## config.mk

```make
export PLATFORM = sky130hd
export DESIGN_NAME = trapezoidal_profile_servo_pulse_core
export DESIGN_NICKNAME = d
export VERILOG_FILES = /design/src/design/tpsp_pkg.sv /design/src/design/tpsp_shift_mul.sv /design/src/design/trapezoidal_profile_servo_pulse_core.sv
export SDC_FILE = /design/constraint.sdc
export NUM_CORES = 2
export LEC_CHECK = 0
export ABC_AREA = 0
export CAP_MARGIN = 30
export CELL_PAD_IN_SITES_DETAIL_PLACEMENT = 0
export CELL_PAD_IN_SITES_GLOBAL_PLACEMENT = 1
export CORE_MARGIN = 3
export CORE_UTILIZATION = 45
export CTS_CLUSTER_SIZE = 8
export DETAILED_ROUTE_END_ITERATION = 12
export DONT_BUFFER_PORTS = 1
export PLACE_DENSITY_LB_ADDON = 0.1
export SKIP_LAST_GASP = 1
export SLEW_MARGIN = 20
export SYNTH_ARGS = -nofsm -noshare
export SYNTH_HDL_FRONTEND = slang
export SYNTH_SLANG_ARGS = --single-unit
```

## constraint.sdc

```tcl
create_clock -name i_clk -period 9.5 [get_ports i_clk]
set_input_delay 1.425 -clock i_clk [delete_from_list [all_inputs] [get_ports i_clk]]
set_output_delay 1.425 -clock i_clk [all_outputs]
set_load 0.01 [all_outputs]
```

## src/design/tpsp_pkg.sv

```systemverilog
`default_nettype none

package tpsp_pkg;

    // Default widths of the position and tick index.
    localparam int POS_BITS_DEFAULT  = 16;
    localparam int TICK_BITS_DEFAULT = 16;

    // Fixed field widths.
    localparam int DUR_BITS      = 16;
    localparam int BLEND_BITS    = 15;
    localparam int C2_BITS       = 16;
    localparam int C1_BITS       = 24;
    localparam int C0_BITS       = 28;
    localparam int PULSE_BITS    = 12;
    localparam int CFG_IDX_BITS  = 3;
    localparam int CFG_DATA_BITS = 28;

    // Fixed-point alignment of the pulse map terms inside a Q.32 sum.
    localparam int C0_ALIGN = 16;
    localparam int C1_ALIGN = 8;
    localparam int SUM_FRAC = 32;

    // Profile numerator and denominator never exceed 2^31.
    localparam int NUM_BITS   = 31;
    localparam int MUL_A_BITS = 32;
    localparam int DUR_MIN    = 2;

    localparam int PULSE_MIN = 544;
    localparam int PULSE_MAX = 2400;

    // Register reset values.
    localparam int DUR_RESET   = 4000;
    localparam int BLEND_RESET = 1333;
    localparam int C2_RESET    = 328;
    localparam int C1_RESET    = 489685;
    localparam int C0_RESET    = 25519063;

    typedef enum logic [CFG_IDX_BITS-1:0] {
        CFG_DURATION = 3'd0,
        CFG_BLEND    = 3'd1,
        CFG_C2       = 3'd2,
        CFG_C1       = 3'd3,
        CFG_C0       = 3'd4
    } t_cfg_idx;

    typedef enum logic {
        REQ_START = 1'b0,
        REQ_TICK  = 1'b1
    } t_req;

    typedef enum logic [1:0] {
        PH_RISE,
        PH_CRUISE,
        PH_FALL
    } t_phase;

    typedef enum logic [3:0] {
        ST_IDLE,
        ST_PREP,
        ST_DEN,
        ST_NUM,
        ST_SCALE,
        ST_DIV,
        ST_POS,
        ST_SQUARE,
        ST_C2,
        ST_C1,
        ST_SAT,
        ST_FINISH
    } t_state;

endpackage

`default_nettype wire

```

## src/design/tpsp_shift_mul.sv

```systemverilog
`default_nettype none

// Shift-and-add multiplier, one multiplier bit per cycle, least significant first.
// When o_done rises, the product sits in o_prod shifted left by B_BITS - i_len;
// multiplier bits at and above i_len must be zero.
module tpsp_shift_mul #(
    parameter int A_BITS = tpsp_pkg::MUL_A_BITS,
    parameter int B_BITS = 2 * tpsp_pkg::POS_BITS_DEFAULT,
    localparam int LEN_BITS = $clog2(B_BITS + 1)
) (
    input  wire logic                       i_clk,
    input  wire logic                       i_rst_n,
    input  wire logic                       i_start,
    input  wire logic [LEN_BITS-1:0]        i_len,
    input  wire logic [A_BITS-1:0]          i_a,
    input  wire logic [B_BITS-1:0]          i_b,
    output logic                            o_done,
    output logic [A_BITS+B_BITS-1:0]        o_prod
);

    logic                r_busy;
    logic                r_done;
    logic [LEN_BITS-1:0] r_cnt;
    logic [A_BITS-1:0]   r_a;
    logic [A_BITS-1:0]   r_hi;
    logic [B_BITS-1:0]   r_lo;
    logic [A_BITS:0]     n_sum;

    always_comb begin
        n_sum = {1'b0, r_hi} + (r_lo[0] ? {1'b0, r_a} : '0);
    end

    always_ff @(posedge i_clk) begin
        if (!i_rst_n) begin
            r_busy <= 1'b0;
            r_done <= 1'b0;
            r_cnt  <= '0;
        end else begin
            r_done <= 1'b0;
            if (i_start) begin
                r_busy <= 1'b1;
                r_cnt  <= i_len;
            end else if (r_busy) begin
                r_cnt <= r_cnt - LEN_BITS'(1);
                if (r_cnt == LEN_BITS'(1)) begin
                    r_busy <= 1'b0;
                    r_done <= 1'b1;
                end
            end
        end
    end

    always_ff @(posedge i_clk) begin
        if (i_start) begin
            r_a  <= i_a;
            r_hi <= '0;
            r_lo <= i_b;
        end else if (r_busy) begin
            r_hi <= n_sum[A_BITS:1];
            r_lo <= {n_sum[0], r_lo[B_BITS-1:1]};
        end
    end

    assign o_done = r_done;
    assign o_prod = {r_hi, r_lo};

endmodule

`default_nettype wire

```

## src/design/trapezoidal_profile_servo_pulse_core.sv

```systemverilog
`default_nettype none

// Channel  | Direction | Handshake                 | Payload
// ---------+-----------+---------------------------+------------------------------------------
// in       | input     | i_in_valid / o_in_ready   | i_req_type, i_target_pos
// out      | output    | o_out_valid / i_out_ready | o_pulse_us, o_profile_pos, o_last_of_move
// cfg      | input     | i_cfg_valid / o_cfg_ready | i_cfg_index, i_cfg_data
//
// A start item, or a tick while no move is running, is taken in the idle state and gives no result.
// A tick during a move is worked through by the shared one-bit-per-cycle multiplier and the
// one-bit-per-cycle restoring divider, which handle the profile and pulse map in turn; no
// further item is taken until its point has been handed over to the output register.
// Reset is synchronous and active low; it restores the register defaults and an idle profile.
// A finished point waits in the output register, so further items are taken while it is
// stalled; only a second finished point has to wait for the first to leave.
module trapezoidal_profile_servo_pulse_core #(
    parameter int POSITION_BITS = tpsp_pkg::POS_BITS_DEFAULT,
    parameter int TICK_BITS     = tpsp_pkg::TICK_BITS_DEFAULT
) (
    input  wire logic                               i_clk,
    input  wire logic                               i_rst_n,
    input  wire logic                               i_in_valid,
    output logic                                    o_in_ready,
    input  wire logic                               i_req_type,
    input  wire logic [POSITION_BITS-1:0]           i_target_pos,
    output logic                                    o_out_valid,
    input  wire logic                               i_out_ready,
    output logic [tpsp_pkg::PULSE_BITS-1:0]         o_pulse_us,
    output logic [POSITION_BITS-1:0]                o_profile_pos,
    output logic                                    o_last_of_move,
    input  wire logic                               i_cfg_valid,
    output logic                                    o_cfg_ready,
    input  wire logic [tpsp_pkg::CFG_IDX_BITS-1:0]  i_cfg_index,
    input  wire logic [tpsp_pkg::CFG_DATA_BITS-1:0] i_cfg_data
);

    // Local names for the widths used in casts.
    localparam int P     = POSITION_BITS;
    localparam int DW    = tpsp_pkg::DUR_BITS;
    localparam int BW    = tpsp_pkg::BLEND_BITS;
    localparam int C2W   = tpsp_pkg::C2_BITS;
    localparam int C1W   = tpsp_pkg::C1_BITS;
    localparam int C0W   = tpsp_pkg::C0_BITS;
    localparam int NB    = tpsp_pkg::NUM_BITS;
    localparam int PW    = tpsp_pkg::PULSE_BITS;
    localparam int AW    = tpsp_pkg::MUL_A_BITS;
    localparam int WB    = 2 * POSITION_BITS;
    localparam int LENW  = $clog2(WB + 1);
    localparam int CMPW  = (TICK_BITS > DW) ? TICK_BITS : DW;
    localparam int DCW   = $clog2(POSITION_BITS + 1);
    // The squared term is the widest one in the pulse sum; two bits of headroom for the adds.
    localparam int SB    = WB + tpsp_pkg::C2_BITS + 2 + (AW - tpsp_pkg::C2_BITS);
    localparam int HIW   = SB - tpsp_pkg::SUM_FRAC;

    // Control and move state.
    tpsp_pkg::t_state       r_state;
    tpsp_pkg::t_state       n_state;
    logic                   r_kick;
    logic [DW-1:0]          r_dur;
    logic [BW-1:0]          r_blend;
    logic [C2W-1:0]         r_c2;
    logic [C1W-1:0]         r_c1;
    logic [C0W-1:0]         r_c0;
    logic [P-1:0]           r_start;
    logic [P-1:0]           r_goal;
    logic [TICK_BITS-1:0]   r_tick;
    logic                   r_moving;
    logic                   r_out_valid;
    logic [DCW-1:0]         r_dcnt;

    // Datapath of the point being worked on.
    logic [DW-1:0]          r_nall;
    logic [BW-1:0]          r_b;
    logic [DW-1:0]          r_n;
    logic                   r_last;
    logic                   r_down;
    logic [P-1:0]           r_mag;
    tpsp_pkg::t_phase       r_phase;
    logic [DW-1:0]          r_rdist;
    logic [NB-1:0]          r_den;
    logic [NB-1:0]          r_num;
    logic [NB-1:0]          r_rem;
    logic [P-1:0]           r_quo;
    logic [P-1:0]           r_pos;
    logic [WB-1:0]          r_sq;
    logic [SB-1:0]          r_acc;
    logic [PW-1:0]          r_pulse;
    logic [PW-1:0]          r_out_pulse;
    logic [P-1:0]           r_out_pos;
    logic                   r_out_last;

    // Combinational helpers.
    logic                   w_in_acc;
    logic                   w_fin_load;
    logic [DW-1:0]          w_nall;
    logic [BW-1:0]          w_half;
    logic [BW-1:0]          w_b_clamped;
    logic [BW-1:0]          w_b;
    logic [CMPW-1:0]        w_tick_ext;
    logic                   w_last;
    logic [DW-1:0]          w_n;
    logic [DW-1:0]          w_rest;
    logic                   w_mul_start;
    logic [LENW-1:0]        w_mul_len;
    logic [AW-1:0]          w_mul_a;
    logic [WB-1:0]          w_mul_b;
    logic                   w_mul_done;
    logic [AW+WB-1:0]       w_prod;
    logic [NB-1:0]          w_prod_short;
    logic [NB:0]            n_trial;
    logic                   w_fits;
    logic [NB-1:0]          n_rem;
    logic [HIW-1:0]         w_hi;

    assign o_cfg_ready = 1'b1;
    assign w_in_acc    = i_in_valid && o_in_ready;

    // Shared multiplier for every product of the profile and the pulse map.
    tpsp_shift_mul #(
        .A_BITS (AW),
        .B_BITS (WB)
    ) u_mul (
        .i_clk   (i_clk),
        .i_rst_n (i_rst_n),
        .i_start (w_mul_start),
        .i_len   (w_mul_len),
        .i_a     (w_mul_a),
        .i_b     (w_mul_b),
        .o_done  (w_mul_done),
        .o_prod  (w_prod)
    );

    // Move geometry: the duration is at least two ticks, and the blend lies between one
    // tick and half the duration. A tick index that has reached the end gives the final point.
    always_comb begin
        w_nall      = (r_dur < DW'(tpsp_pkg::DUR_MIN)) ? DW'(tpsp_pkg::DUR_MIN) : r_dur;
        w_half      = w_nall[DW-1:1];
        w_b_clamped = (r_blend > w_half) ? w_half : r_blend;
        w_b         = (w_b_clamped == '0) ? BW'(1) : w_b_clamped;
        w_tick_ext  = CMPW'(r_tick);
        w_last      = w_tick_ext >= CMPW'(w_nall);
        w_n         = w_last ? w_nall : w_tick_ext[DW-1:0];
        w_rest      = r_nall - DW'(r_b);
    end

    // Products with sixteen-bit multipliers land shifted up by the unused multiplier bits.
    assign w_prod_short = w_prod[WB-DW +: NB];

    // One restoring division step: the next dividend bit comes out of the top of r_quo
    // while the quotient bit goes in at the bottom.
    always_comb begin
        n_trial = {r_rem, r_quo[P-1]};
        w_fits  = n_trial >= {1'b0, r_den};
        n_rem   = w_fits ? NB'(n_trial - {1'b0, r_den}) : n_trial[NB-1:0];
    end

    // Whole microseconds of the pulse sum.
    assign w_hi = r_acc[SB-1:tpsp_pkg::SUM_FRAC];

    // Next state.
    always_comb begin
        n_state = r_state;
        unique case (r_state)
            tpsp_pkg::ST_IDLE: begin
                if (w_in_acc && (i_req_type == tpsp_pkg::REQ_TICK) && r_moving) begin
                    n_state = tpsp_pkg::ST_PREP;
                end
            end
            tpsp_pkg::ST_PREP: begin
                n_state = tpsp_pkg::ST_DEN;
            end
            tpsp_pkg::ST_DEN: begin
                if (w_mul_done) begin
                    n_state = tpsp_pkg::ST_NUM;
                end
            end
            tpsp_pkg::ST_NUM: begin
                if (w_mul_done) begin
                    n_state = tpsp_pkg::ST_SCALE;
                end
            end
            tpsp_pkg::ST_SCALE: begin
                if (w_mul_done) begin
                    n_state = tpsp_pkg::ST_DIV;
                end
            end
            tpsp_pkg::ST_DIV: begin
                if (r_dcnt == DCW'(1)) begin
                    n_state = tpsp_pkg::ST_POS;
                end
            end
            tpsp_pkg::ST_POS: begin
                n_state = tpsp_pkg::ST_SQUARE;
            end
            tpsp_pkg::ST_SQUARE: begin
                if (w_mul_done) begin
                    n_state = tpsp_pkg::ST_C2;
                end
            end
            tpsp_pkg::ST_C2: begin
                if (w_mul_done) begin
                    n_state = tpsp_pkg::ST_C1;
                end
            end
            tpsp_pkg::ST_C1: begin
                if (w_mul_done) begin
                    n_state = tpsp_pkg::ST_SAT;
                end
            end
            tpsp_pkg::ST_SAT: begin
                n_state = tpsp_pkg::ST_FINISH;
            end
            tpsp_pkg::ST_FINISH: begin
                if (!r_out_valid || i_out_ready) begin
                    n_state = tpsp_pkg::ST_IDLE;
                end
            end
            default: begin
                n_state = tpsp_pkg::ST_IDLE;
            end
        endcase
    end

    // Outputs of the sequencer: input ready, result hand-over and multiplier operands.
    // A multiplication starts in the first cycle of its state, flagged by r_kick.
    always_comb begin
        o_in_ready  = 1'b0;
        w_fin_load  = 1'b0;
        w_mul_start = 1'b0;
        w_mul_len   = '0;
        w_mul_a     = '0;
        w_mul_b     = '0;
        unique case (r_state)
            tpsp_pkg::ST_IDLE: begin
                o_in_ready = 1'b1;
            end
            tpsp_pkg::ST_DEN: begin
                // Half the denominator: B * (N - B).
                w_mul_start = r_kick;
                w_mul_len   = LENW'(DW);
                w_mul_a     = AW'(w_rest);
                w_mul_b     = WB'(r_b);
            end
            tpsp_pkg::ST_NUM: begin
                w_mul_start = r_kick;
                w_mul_len   = LENW'(DW);
                case (r_phase)
                    tpsp_pkg::PH_RISE: begin
                        w_mul_a = AW'(r_n);
                        w_mul_b = WB'(r_n);
                    end
                    tpsp_pkg::PH_CRUISE: begin
                        w_mul_a = AW'({r_n, 1'b0} - (DW + 1)'(r_b));
                        w_mul_b = WB'(r_b);
                    end
                    default: begin
                        w_mul_a = AW'(r_rdist);
                        w_mul_b = WB'(r_rdist);
                    end
                endcase
            end
            tpsp_pkg::ST_SCALE: begin
                w_mul_start = r_kick;
                w_mul_len   = LENW'(P);
                w_mul_a     = AW'(r_num);
                w_mul_b     = WB'(r_mag);
            end
            tpsp_pkg::ST_SQUARE: begin
                w_mul_start = r_kick;
                w_mul_len   = LENW'(P);
                w_mul_a     = AW'(r_pos);
                w_mul_b     = WB'(r_pos);
            end
            tpsp_pkg::ST_C2: begin
                w_mul_start = r_kick;
                w_mul_len   = LENW'(WB);
                w_mul_a     = AW'(r_c2);
                w_mul_b     = r_sq;
            end
            tpsp_pkg::ST_C1: begin
                w_mul_start = r_kick;
                w_mul_len   = LENW'(P);
                w_mul_a     = AW'(r_c1);
                w_mul_b     = WB'(r_pos);
            end
            tpsp_pkg::ST_FINISH: begin
                w_fin_load = !r_out_valid || i_out_ready;
            end
            default: begin
                o_in_ready = 1'b0;
            end
        endcase
    end

    // Control state, configuration registers and the kept move state.
    always_ff @(posedge i_clk) begin
        if (!i_rst_n) begin
            r_state     <= tpsp_pkg::ST_IDLE;
            r_kick      <= 1'b0;
            r_dur       <= DW'(tpsp_pkg::DUR_RESET);
            r_blend     <= BW'(tpsp_pkg::BLEND_RESET);
            r_c2        <= C2W'(tpsp_pkg::C2_RESET);
            r_c1        <= C1W'(tpsp_pkg::C1_RESET);
            r_c0        <= C0W'(tpsp_pkg::C0_RESET);
            r_start     <= '0;
            r_goal      <= '0;
            r_tick      <= '0;
            r_moving    <= 1'b0;
            r_out_valid <= 1'b0;
            r_dcnt      <= '0;
        end else begin
            r_state <= n_state;
            r_kick  <= (n_state != r_state);

            if (i_cfg_valid && o_cfg_ready) begin
                unique case (i_cfg_index)
                    tpsp_pkg::CFG_DURATION: r_dur   <= i_cfg_data[DW-1:0];
                    tpsp_pkg::CFG_BLEND:    r_blend <= i_cfg_data[BW-1:0];
                    tpsp_pkg::CFG_C2:       r_c2    <= i_cfg_data[C2W-1:0];
                    tpsp_pkg::CFG_C1:       r_c1    <= i_cfg_data[C1W-1:0];
                    tpsp_pkg::CFG_C0:       r_c0    <= i_cfg_data[C0W-1:0];
                    default: begin
                    end
                endcase
            end

            // A start item restarts the move from the kept start position.
            if (w_in_acc && (i_req_type == tpsp_pkg::REQ_START)) begin
                r_goal   <= i_target_pos;
                r_tick   <= '0;
                r_moving <= 1'b1;
            end

            if ((r_state == tpsp_pkg::ST_SCALE) && w_mul_done) begin
                r_dcnt <= DCW'(P);
            end else if (r_state == tpsp_pkg::ST_DIV) begin
                r_dcnt <= r_dcnt - DCW'(1);
            end

            if (w_fin_load) begin
                r_out_valid <= 1'b1;
                if (r_last) begin
                    r_start  <= r_pos;
                    r_tick   <= '0;
                    r_moving <= 1'b0;
                end else begin
                    r_tick <= r_tick + TICK_BITS'(1);
                end
            end else if (o_out_valid && i_out_ready) begin
                r_out_valid <= 1'b0;
            end
        end
    end

    // Datapath registers.
    always_ff @(posedge i_clk) begin
        case (r_state)
            tpsp_pkg::ST_PREP: begin
                r_nall <= w_nall;
                r_b    <= w_b;
                r_n    <= w_n;
                r_last <= w_last;
                r_down <= r_goal < r_start;
                r_mag  <= (r_goal < r_start) ? (r_start - r_goal) : (r_goal - r_start);
            end
            tpsp_pkg::ST_DEN: begin
                if (r_kick) begin
                    r_rdist <= r_nall - r_n;
                    if (r_n <= DW'(r_b)) begin
                        r_phase <= tpsp_pkg::PH_RISE;
                    end else if (r_n < w_rest) begin
                        r_phase <= tpsp_pkg::PH_CRUISE;
                    end else begin
                        r_phase <= tpsp_pkg::PH_FALL;
                    end
                end
                if (w_mul_done) begin
                    r_den <= {w_prod_short[NB-2:0], 1'b0};
                end
            end
            tpsp_pkg::ST_NUM: begin
                // In the final blend the numerator counts down from the denominator.
                if (w_mul_done) begin
                    r_num <= (r_phase == tpsp_pkg::PH_FALL) ? (r_den - w_prod_short)
                                                           : w_prod_short;
                end
            end
            tpsp_pkg::ST_SCALE: begin
                // The offset never exceeds the distance, so the upper part of the dividend
                // is already below the denominator.
                if (w_mul_done) begin
                    r_rem <= w_prod[WB +: NB];
                    r_quo <= w_prod[P +: P];
                end
            end
            tpsp_pkg::ST_DIV: begin
                r_rem <= n_rem;
                r_quo <= {r_quo[P-2:0], w_fits};
            end
            tpsp_pkg::ST_POS: begin
                r_pos <= r_down ? (r_start - r_quo) : (r_start + r_quo);
            end
            tpsp_pkg::ST_SQUARE: begin
                if (w_mul_done) begin
                    r_sq <= w_prod[P +: WB];
                end
            end
            tpsp_pkg::ST_C2: begin
                if (w_mul_done) begin
                    r_acc <= SB'(w_prod) + (SB'(r_c0) << tpsp_pkg::C0_ALIGN);
                end
            end
            tpsp_pkg::ST_C1: begin
                if (w_mul_done) begin
                    r_acc <= r_acc + (SB'(w_prod[P +: C1W + P]) << tpsp_pkg::C1_ALIGN);
                end
            end
            tpsp_pkg::ST_SAT: begin
                if (w_hi < HIW'(tpsp_pkg::PULSE_MIN)) begin
                    r_pulse <= PW'(tpsp_pkg::PULSE_MIN);
                end else if (w_hi > HIW'(tpsp_pkg::PULSE_MAX)) begin
                    r_pulse <= PW'(tpsp_pkg::PULSE_MAX);
                end else begin
                    r_pulse <= w_hi[PW-1:0];
                end
            end
            default: begin
            end
        endcase

        if (w_fin_load) begin
            r_out_pulse <= r_pulse;
            r_out_pos   <= r_pos;
            r_out_last  <= r_last;
        end
    end

    assign o_out_valid    = r_out_valid;
    assign o_pulse_us     = r_out_pulse;
    assign o_profile_pos  = r_out_pos;
    assign o_last_of_move = r_out_last;

endmodule

`default_nettype wire

```

Word-level counts from Yosys, hierarchy flattened
Cells that the tools add are included.

Word-level logic and storage cells: 179. Input bits: 53. Flip-flop bits (word level): 609.

Equality and inequality tests: 23. Reduce and logical (&&, ||, !) cells: 36. Mux-type cells: 53. Bitwise gates (word level): 3. $lt $le $gt $ge: 9. Add/subtract/negate cells: 15.

Operators by type and width (number): case mux 32 bit (6 select lines) (1); case mux 32 bit (5 select lines) (1); 2-to-1 mux 66 bit (2); case mux 66 bit (2 select lines) (1); 2-to-1 mux 16 bit (8); 2-to-1 mux 32 bit (3); 2-to-1 mux 31 bit (3); adder 66 x 48 -> 66 bit (1); adder 64 x 44 -> 65 bit (1); case mux 16 bit (2 select lines) (2); case mux 32 bit (2 select lines) (1); subtractor 16 bit (4); case mux 31 bit (2 select lines) (1); subtractor 31 bit (2); case mux 4 bit (12 select lines) (1); 2-to-1 mux 4 bit (9); > comparator 34 x 12 -> 1 bit (second input constant) (1); less-than comparator 34 x 10 -> 1 bit (second input constant) (1); adder 32 x 33 -> 33 bit (1); >= comparator 32 x 31 -> 1 bit (1); less-than comparator 16 bit (2); AND reduction 2 bit (11); subtractor 17 x 15 -> 18 bit (1); adder 16 x 1 -> 16 bit (second input constant) (1); 42 further kinds (79).

Longest topological paths before layout
Depth after elaboration: 8. Gate-level depth with buffers: 18.

Cells and area by module
A second synthesis with hierarchy kept.

Cells, all modules: 4186. Area, all modules: 39013.7 um^2.

By module, submodules not included: trapezoidal_profile_servo_pulse_core (cells each 3642, times used 1, area an instance 33301.9 um^2, seq. area each 13332.8 um^2); tpsp_shift_mul (cells each 544, times used 1, area an instance 5711.7 um^2, seq. area each 2722.6 um^2).

Worst setup path before layout
Ideal clock, no wire load.

Kind: register -> register. Start: register r_state[2]. End: register r_kick. Arrival time: 5702 ps. Path buffers: 2. Slack: 3711 ps. Stages on the path, launching flop included: 6. Required time: 9413 ps. Cells stage by stage: dfxtp_1 -> clkbuf_1 -> clkbuf_1 -> nor3_1 -> a221oi_1 -> a31oi_1.

Longest elaborated chain between the ends: 8.

Ends and longest elaborated chain: start: declaration (RTL line trapezoidal_profile_servo_pulse_core.sv:56) `tpsp_pkg::t_state r_state;`; start signal: assignment (RTL line trapezoidal_profile_servo_pulse_core.sv:298) `r_state <= tpsp_pkg::ST_IDLE;`; start signal: assignment (RTL line trapezoidal_profile_servo_pulse_core.sv:312) `r_state <= n_state;`; zero test 4 bit (RTL line trapezoidal_profile_servo_pulse_core.sv:163, trapezoidal_profile_servo_pulse_core.sv:233); 2-to-1 mux 1 bit (RTL line trapezoidal_profile_servo_pulse_core.sv:233) `unique case (r_state)`; logical AND 1 bit (RTL line trapezoidal_profile_servo_pulse_core.sv:116) `assign w_in_acc = i_in_valid && o_in_ready;`; logical AND 1 bit (2 in series) (RTL line trapezoidal_profile_servo_pulse_core.sv:165) `if (w_in_acc && (i_req_type == tpsp_pkg::REQ_TICK) && r_moving) begin`; 2-to-1 mux 4 bit (RTL line trapezoidal_profile_servo_pulse_core.sv:165); case mux 4 bit (12 select lines) (RTL line trapezoidal_profile_servo_pulse_core.sv:163) `unique case (r_state)`; != test 4 bit (*) (RTL line trapezoidal_profile_servo_pulse_core.sv:313) `r_kick <= (n_state != r_state);`; end signal: assignment (RTL line trapezoidal_profile_servo_pulse_core.sv:313); end: declaration (RTL line trapezoidal_profile_servo_pulse_core.sv:58) `logic r_kick;`.

Mark *: on every way between the ends. The rest lies on a longest branch, timed or not. A chain may end at the register's enable or synchronous reset.

Worst setup path after layout
Start: register r_b[0]. End: register r_phase[1] (data pin).

Longest elaborated chain between the ends: 3.

Ends and longest elaborated chain: start: declaration (RTL line trapezoidal_profile_servo_pulse_core.sv:73) `logic [BW-1:0] r_b;`; start signal: assignment (RTL line trapezoidal_profile_servo_pulse_core.sv:360) `r_b <= w_b;`; subtractor 16 x 15 -> 16 bit (RTL line trapezoidal_profile_servo_pulse_core.sv:143) `w_rest = r_nall - DW'(r_b);`; less-than comparator 16 bit (RTL line trapezoidal_profile_servo_pulse_core.sv:371) `end else if (r_n < w_rest) begin`; 2-to-1 mux 2 bit (RTL line trapezoidal_profile_servo_pulse_core.sv:371); end signal: assignment (RTL line trapezoidal_profile_servo_pulse_core.sv:370) `r_phase <= tpsp_pkg::PH_RISE;`; end signal: assignment (RTL line trapezoidal_profile_servo_pulse_core.sv:372) `r_phase <= tpsp_pkg::PH_CRUISE;`; end signal: assignment (RTL line trapezoidal_profile_servo_pulse_core.sv:374) `r_phase <= tpsp_pkg::PH_FALL;`; end: declaration (RTL line trapezoidal_profile_servo_pulse_core.sv:78) `tpsp_pkg::t_phase r_phase;`.

Several ways; a longest one is shown, not always the timed one.

==> run summary <==
The flow ran to the end, and the final reports show no timing, DRC or antenna violations. Counting both buffers and inverters, the worst setup path holds a total of 1. The number of top-level pins is 85. The final-report hold violation count came to 0. The die covers 89700 sq um.

The routability congestion estimate from global placement is just under 0.9. The share of synthesized cell area in full adder, half adder and majority cells is 10.8%. Setup violations remaining at the end of the flow were counted as 0.

The number of vias after detailed routing is approximately 31000. For this run the aggregate overflow at the end of global routing stands at 0. The final critical path takes up roughly 45% of the cycle. The number of optimization iterations in the first detailed-route pass is 8.

The post-synth design cell area is roughly 39000 sq um. The total of flip-flops plus latches after synthesis is approximately 600. Across the run, the number of max-cap violations was 0. In this run, the number of DRC markers left after iteration 0 of detailed routing was around 2800. The number of slew-limit violations in the final report is 0. In this run the deepest clock path goes through 3 buffers.

The worst supply voltage drop on vdd came out at roughly 0.15 mV. The vertical die dimension is 300 um. At the later pin of the worst-skew pair, clock insertion delay measures between 0.6 and 0.7 ns. Global routing used between 5 and 6% of the available met3 tracks.

The met2 track utilization from global routing is roughly 45%. The synthesized instance count came out at between 4000 and 5000. Among all stages on the critical path, the largest delay is contributed by sky130_fd_sc_hd__edfxtp_1.

The first global-routing pass estimated about 190 mm of wire. The growth of design area from synthesis to finish came out at 9.54%. At the placement stage, the worst setup path has a slack of 5.32 ns. The worst setup path is launched from a flop.

Yosys mapped the design onto 101 distinct sky130hd cell types. After legalization and detailed placement, the total HPWL measured 92.8 mm. The number of buffers added by the clock tree synthesis step is 85.

On the critical path the largest part of the delay comes from compound AO/OA/AOI/OAI gates. The setup clock skew after layout is roughly 0.047 ns. The number of nets with antenna violations after detailed routing came out at 0. The combinational group share of total power came out at 13.1%.

TritonCTS built the clock tree. The count of buffers added on input and output ports is 0. The worst slew margin relative to its limit came out at between 30% and 40%.

The die span in x is roughly 300 um. The floorplan step defined a core boundary enclosing 85300 sq um. In the layout the commonest cells are sky130_fd_sc_hd__nand2_1, sky130_fd_sc_hd__edfxtp_1, sky130_fd_sc_hd__a21oi_1.

Clock-pin slew was measured on the worst setup and hold paths at approximately 0.060 ns. The data arrival time of the worst path is around 4.7 ns. The initial antenna violation count came out at 7. By area, the combinational part of the netlist is dominated by compound AO/OA/AOI/OAI gates. The net switching share of the total power is ~27%. Summing the areas of all compound-gate instances in the mapped netlist gives a little under a fifth of the synthesized area. The average cell area after synthesis came out at between 9 and 10 sq um. The upper clock frequency limit is 235 MHz. The number of cells upsized or downsized after cts is 0. The number of vias per cell after detailed routing came out at just under 6. In this run the power spent charging and discharging nets is 1870 uW. The setup slack after layout is around 5.2 ns. The maximum fanout along the worst path is 6. The share of async-settable or async-resettable flops after synthesis came out at 0%.

The fraction of power consumed by sequential logic is between 40% and 50%. The final net count came out at around 4500. The clock network is responsible for between 40% and 50% of the overall power. The type of destination of the critical path is a flop. The busiest layer in global routing is met2.

The worst stage delay on the critical path came out at between 0.4 and 0.5 ns. The largest net degree at the start of global routing is 87. Summed over all cells, the static leakage comes to approximately 0.017 uW. The multiplexer fraction of the synthesized cell area is 2.37%. The setup fix buffers added after clock tree synthesis is 0. The final critical-path required period came out at about 4.3 ns. The number of clock sinks came out at approximately 600. The via count of the first global-routing pass came out at a little over 30000. When the netlist entered floorplanning its net count stood at around 4600. The total wire length after detailed routing came out at about 130 mm. The synthesized netlist devotes approximately 6.0% of its cell area to XOR and XNOR gates. Global routing used 27.8% of the available tracks. The post-route setup TNS came out at 0 ns.

The total number of yosys warnings is 0. The path class of the tightest hold or removal check is reg2reg. The commonest register cell after synthesis is sky130_fd_sc_hd__edfxtp_1. The most common cell after layout, fill and taps aside is sky130_fd_sc_hd__nand2_1.

The effective utilization at floorplan came out at 45.5%. STA puts the critical path data required time at just under 10 ns. Setup repair after global routing left no endpoint under its margin.

Sequential cells were found to cover 41.4% of the synthesized design area. In the final routed layout, each cell accounts on average for about 24 um. The transition time at the pin with the least slew margin is 0.998 ns. The tree is rooted in a sky130_fd_sc_hd__clkbuf_16.

The number of flops mapped to enable cells by yosys is roughly 400. The H-tree was split into 3 levels. The internal portion of the total power is about 5000 uW.

For this design, the CTS-stage hold fixing added 0 buffers. The initialized floorplan defines between 100 and 150 standard-cell rows. The DRC violation count after routing is 0. The power density of the placed cells came out at 161 nW/um^2. The met1 demand-to-capacity share in global routing is between 30 and 40%. After Yosys synthesis, and, or, nand and nor cells account for ~17% of the synthesized area. The fraction of layout cells with a size suffix above 1 came out at approximately 5.4%. The type of the worst setup path is reg2reg. Traced cell by cell, the critical path runs through ha_1, inv_1, fa_1, a21o_1, a21oi_1, o21bai_1, a31oi_1, o21ai_1, o41ai_1, o21ai_1, xnor2_1, ha_1, and3_1, a221oi_1, a21boi_0, nor2_1, nor2_1.
## cells in the mapped netlist (44+ instances only)
library cell / count / area [sq um]
sky130_fd_sc_hd__nor2_1: 264 / 991
sky130_fd_sc_hd__a21o_1: 110 / 826
sky130_fd_sc_hd__and2_1: 62 / 388
sky130_fd_sc_hd__clkbuf_1: 157 / 589
sky130_fd_sc_hd__inv_1: 228 / 856
sky130_fd_sc_hd__nand2_1: 569 / 2140
sky130_fd_sc_hd__o21ai_0: 212 / 1060
sky130_fd_sc_hd__dfxtp_1: 199 / 3980
sky130_fd_sc_hd__edfxtp_1: 402 / 12100
sky130_fd_sc_hd__xor2_1: 104 / 911
sky130_fd_sc_hd__nor3_1: 66 / 330
sky130_fd_sc_hd__nand3_1: 130 / 651
sky130_fd_sc_hd__mux2i_1: 68 / 681
sky130_fd_sc_hd__xnor2_1: 161 / 1410
sky130_fd_sc_hd__o21ai_1: 78 / 390
sky130_fd_sc_hd__a21oi_1: 345 / 1730
sky130_fd_sc_hd__nor2b_1: 44 / 275
sky130_fd_sc_hd__ha_1: 316 / 3950
## power groups by stage
stage               Clock (uW)  Sequential (uW)  Combinational (uW)
floorplan                    0             2970                 708
global placement             0             3060                 885
detailed placement           0             3060                 887
CTS                       2970             3010                 892
global route              3080             3010                1010
finish                    2920             3000                 892
## metal layers
metal | up-vias | wire length [um]
li1 | 15169 | -
met1 | 14936 | 54400
met2 | 859 | 58000
met3 | 224 | 8530
met4 | 10 | 5320
met5 | - | 78
## worst register-to-register path: stages (launching register included)
cell and delay, ns:
sky130_fd_sc_hd__edfxtp_1 0.49, sky130_fd_sc_hd__ha_1 0.22, sky130_fd_sc_hd__inv_1 0.05, sky130_fd_sc_hd__fa_1 0.41, sky130_fd_sc_hd__a21o_1 0.19, sky130_fd_sc_hd__a21oi_1 0.23
sky130_fd_sc_hd__o21bai_1 0.12, sky130_fd_sc_hd__a31oi_1 0.27, sky130_fd_sc_hd__o21ai_1 0.15, sky130_fd_sc_hd__o41ai_1 0.46, sky130_fd_sc_hd__o21ai_1 0.16, sky130_fd_sc_hd__xnor2_1 0.23
sky130_fd_sc_hd__ha_1 0.28, sky130_fd_sc_hd__and3_1 0.16, sky130_fd_sc_hd__a221oi_1 0.26, sky130_fd_sc_hd__a21boi_0 0.18, sky130_fd_sc_hd__nor2_1 0.12, sky130_fd_sc_hd__nor2_1 0.04
## stage by stage
| stage | total power [uW] | hold WS, ns | cells | instance area, sq um | utilization [%] |
|---|---|---|---|---|---|
| 2_1_floorplan | 3670 | 0.400 | 4207 | 38800 | - |
| 3_3_place_gp | 3950 | 0.401 | 5211 | 39900 | 46.8 |
| 3_5_place_dp | 3950 | 0.405 | 5214 | 39900 | 46.8 |
| 4_1_cts | 6870 | 0.410 | 5363 | 42400 | 49.7 |
| 5_1_grt | 7100 | 0.412 | 5365 | 42500 | 49.8 |
| 6_report | 6820 | 0.410 | 5369 | 42500 | 49.8 |
## final timing paths
| kind | startpoint | endpoint | slack [ns] | cells past startpoint |
|---|---|---|---|---|
| min reg2reg | r_pulse[11] | o_pulse_us[11] | 0.41 | 0 |
| min | r_pulse[11] | o_pulse_us[11] | 0.41 | 0 |
| max reg2reg | r_b[0] | r_phase[1] | 5.24 | 17 |
| max | r_b[0] | r_phase[1] | 5.24 | 17 |
## final cells by class
cell class,count,area (sq um)
Multi-Input combinational cell,3193,21200
Fill cell,8202,42800
Clock inverter,6,95.1
Sequential cell,601,16100
Tap cell,1144,1430
Clock buffer,143,2400
Timing Repair Buffer,47,397
Antenna cell,4,10.0
Inverter,231,872
## state kept, by name (all words and copies together), names as in the netlist, 24 cells and up
signal,flops
r_den,30
r_acc,58
r_num,31
u_mul.r_lo,32
u_mul.r_a,32
r_rem,31
u_mul.r_hi,32
r_c1,24
r_c0,28
r_sq,32
## cell families after synthesis
logic type      count (synthesis)
simple gates                 1382
compound gates               1129
flops                         601
buf+inv                       413
fa+ha+maj                     327
xor+xnor                      265
mux                            89
other cells                     1
Power figures use the tool's default switching activity.
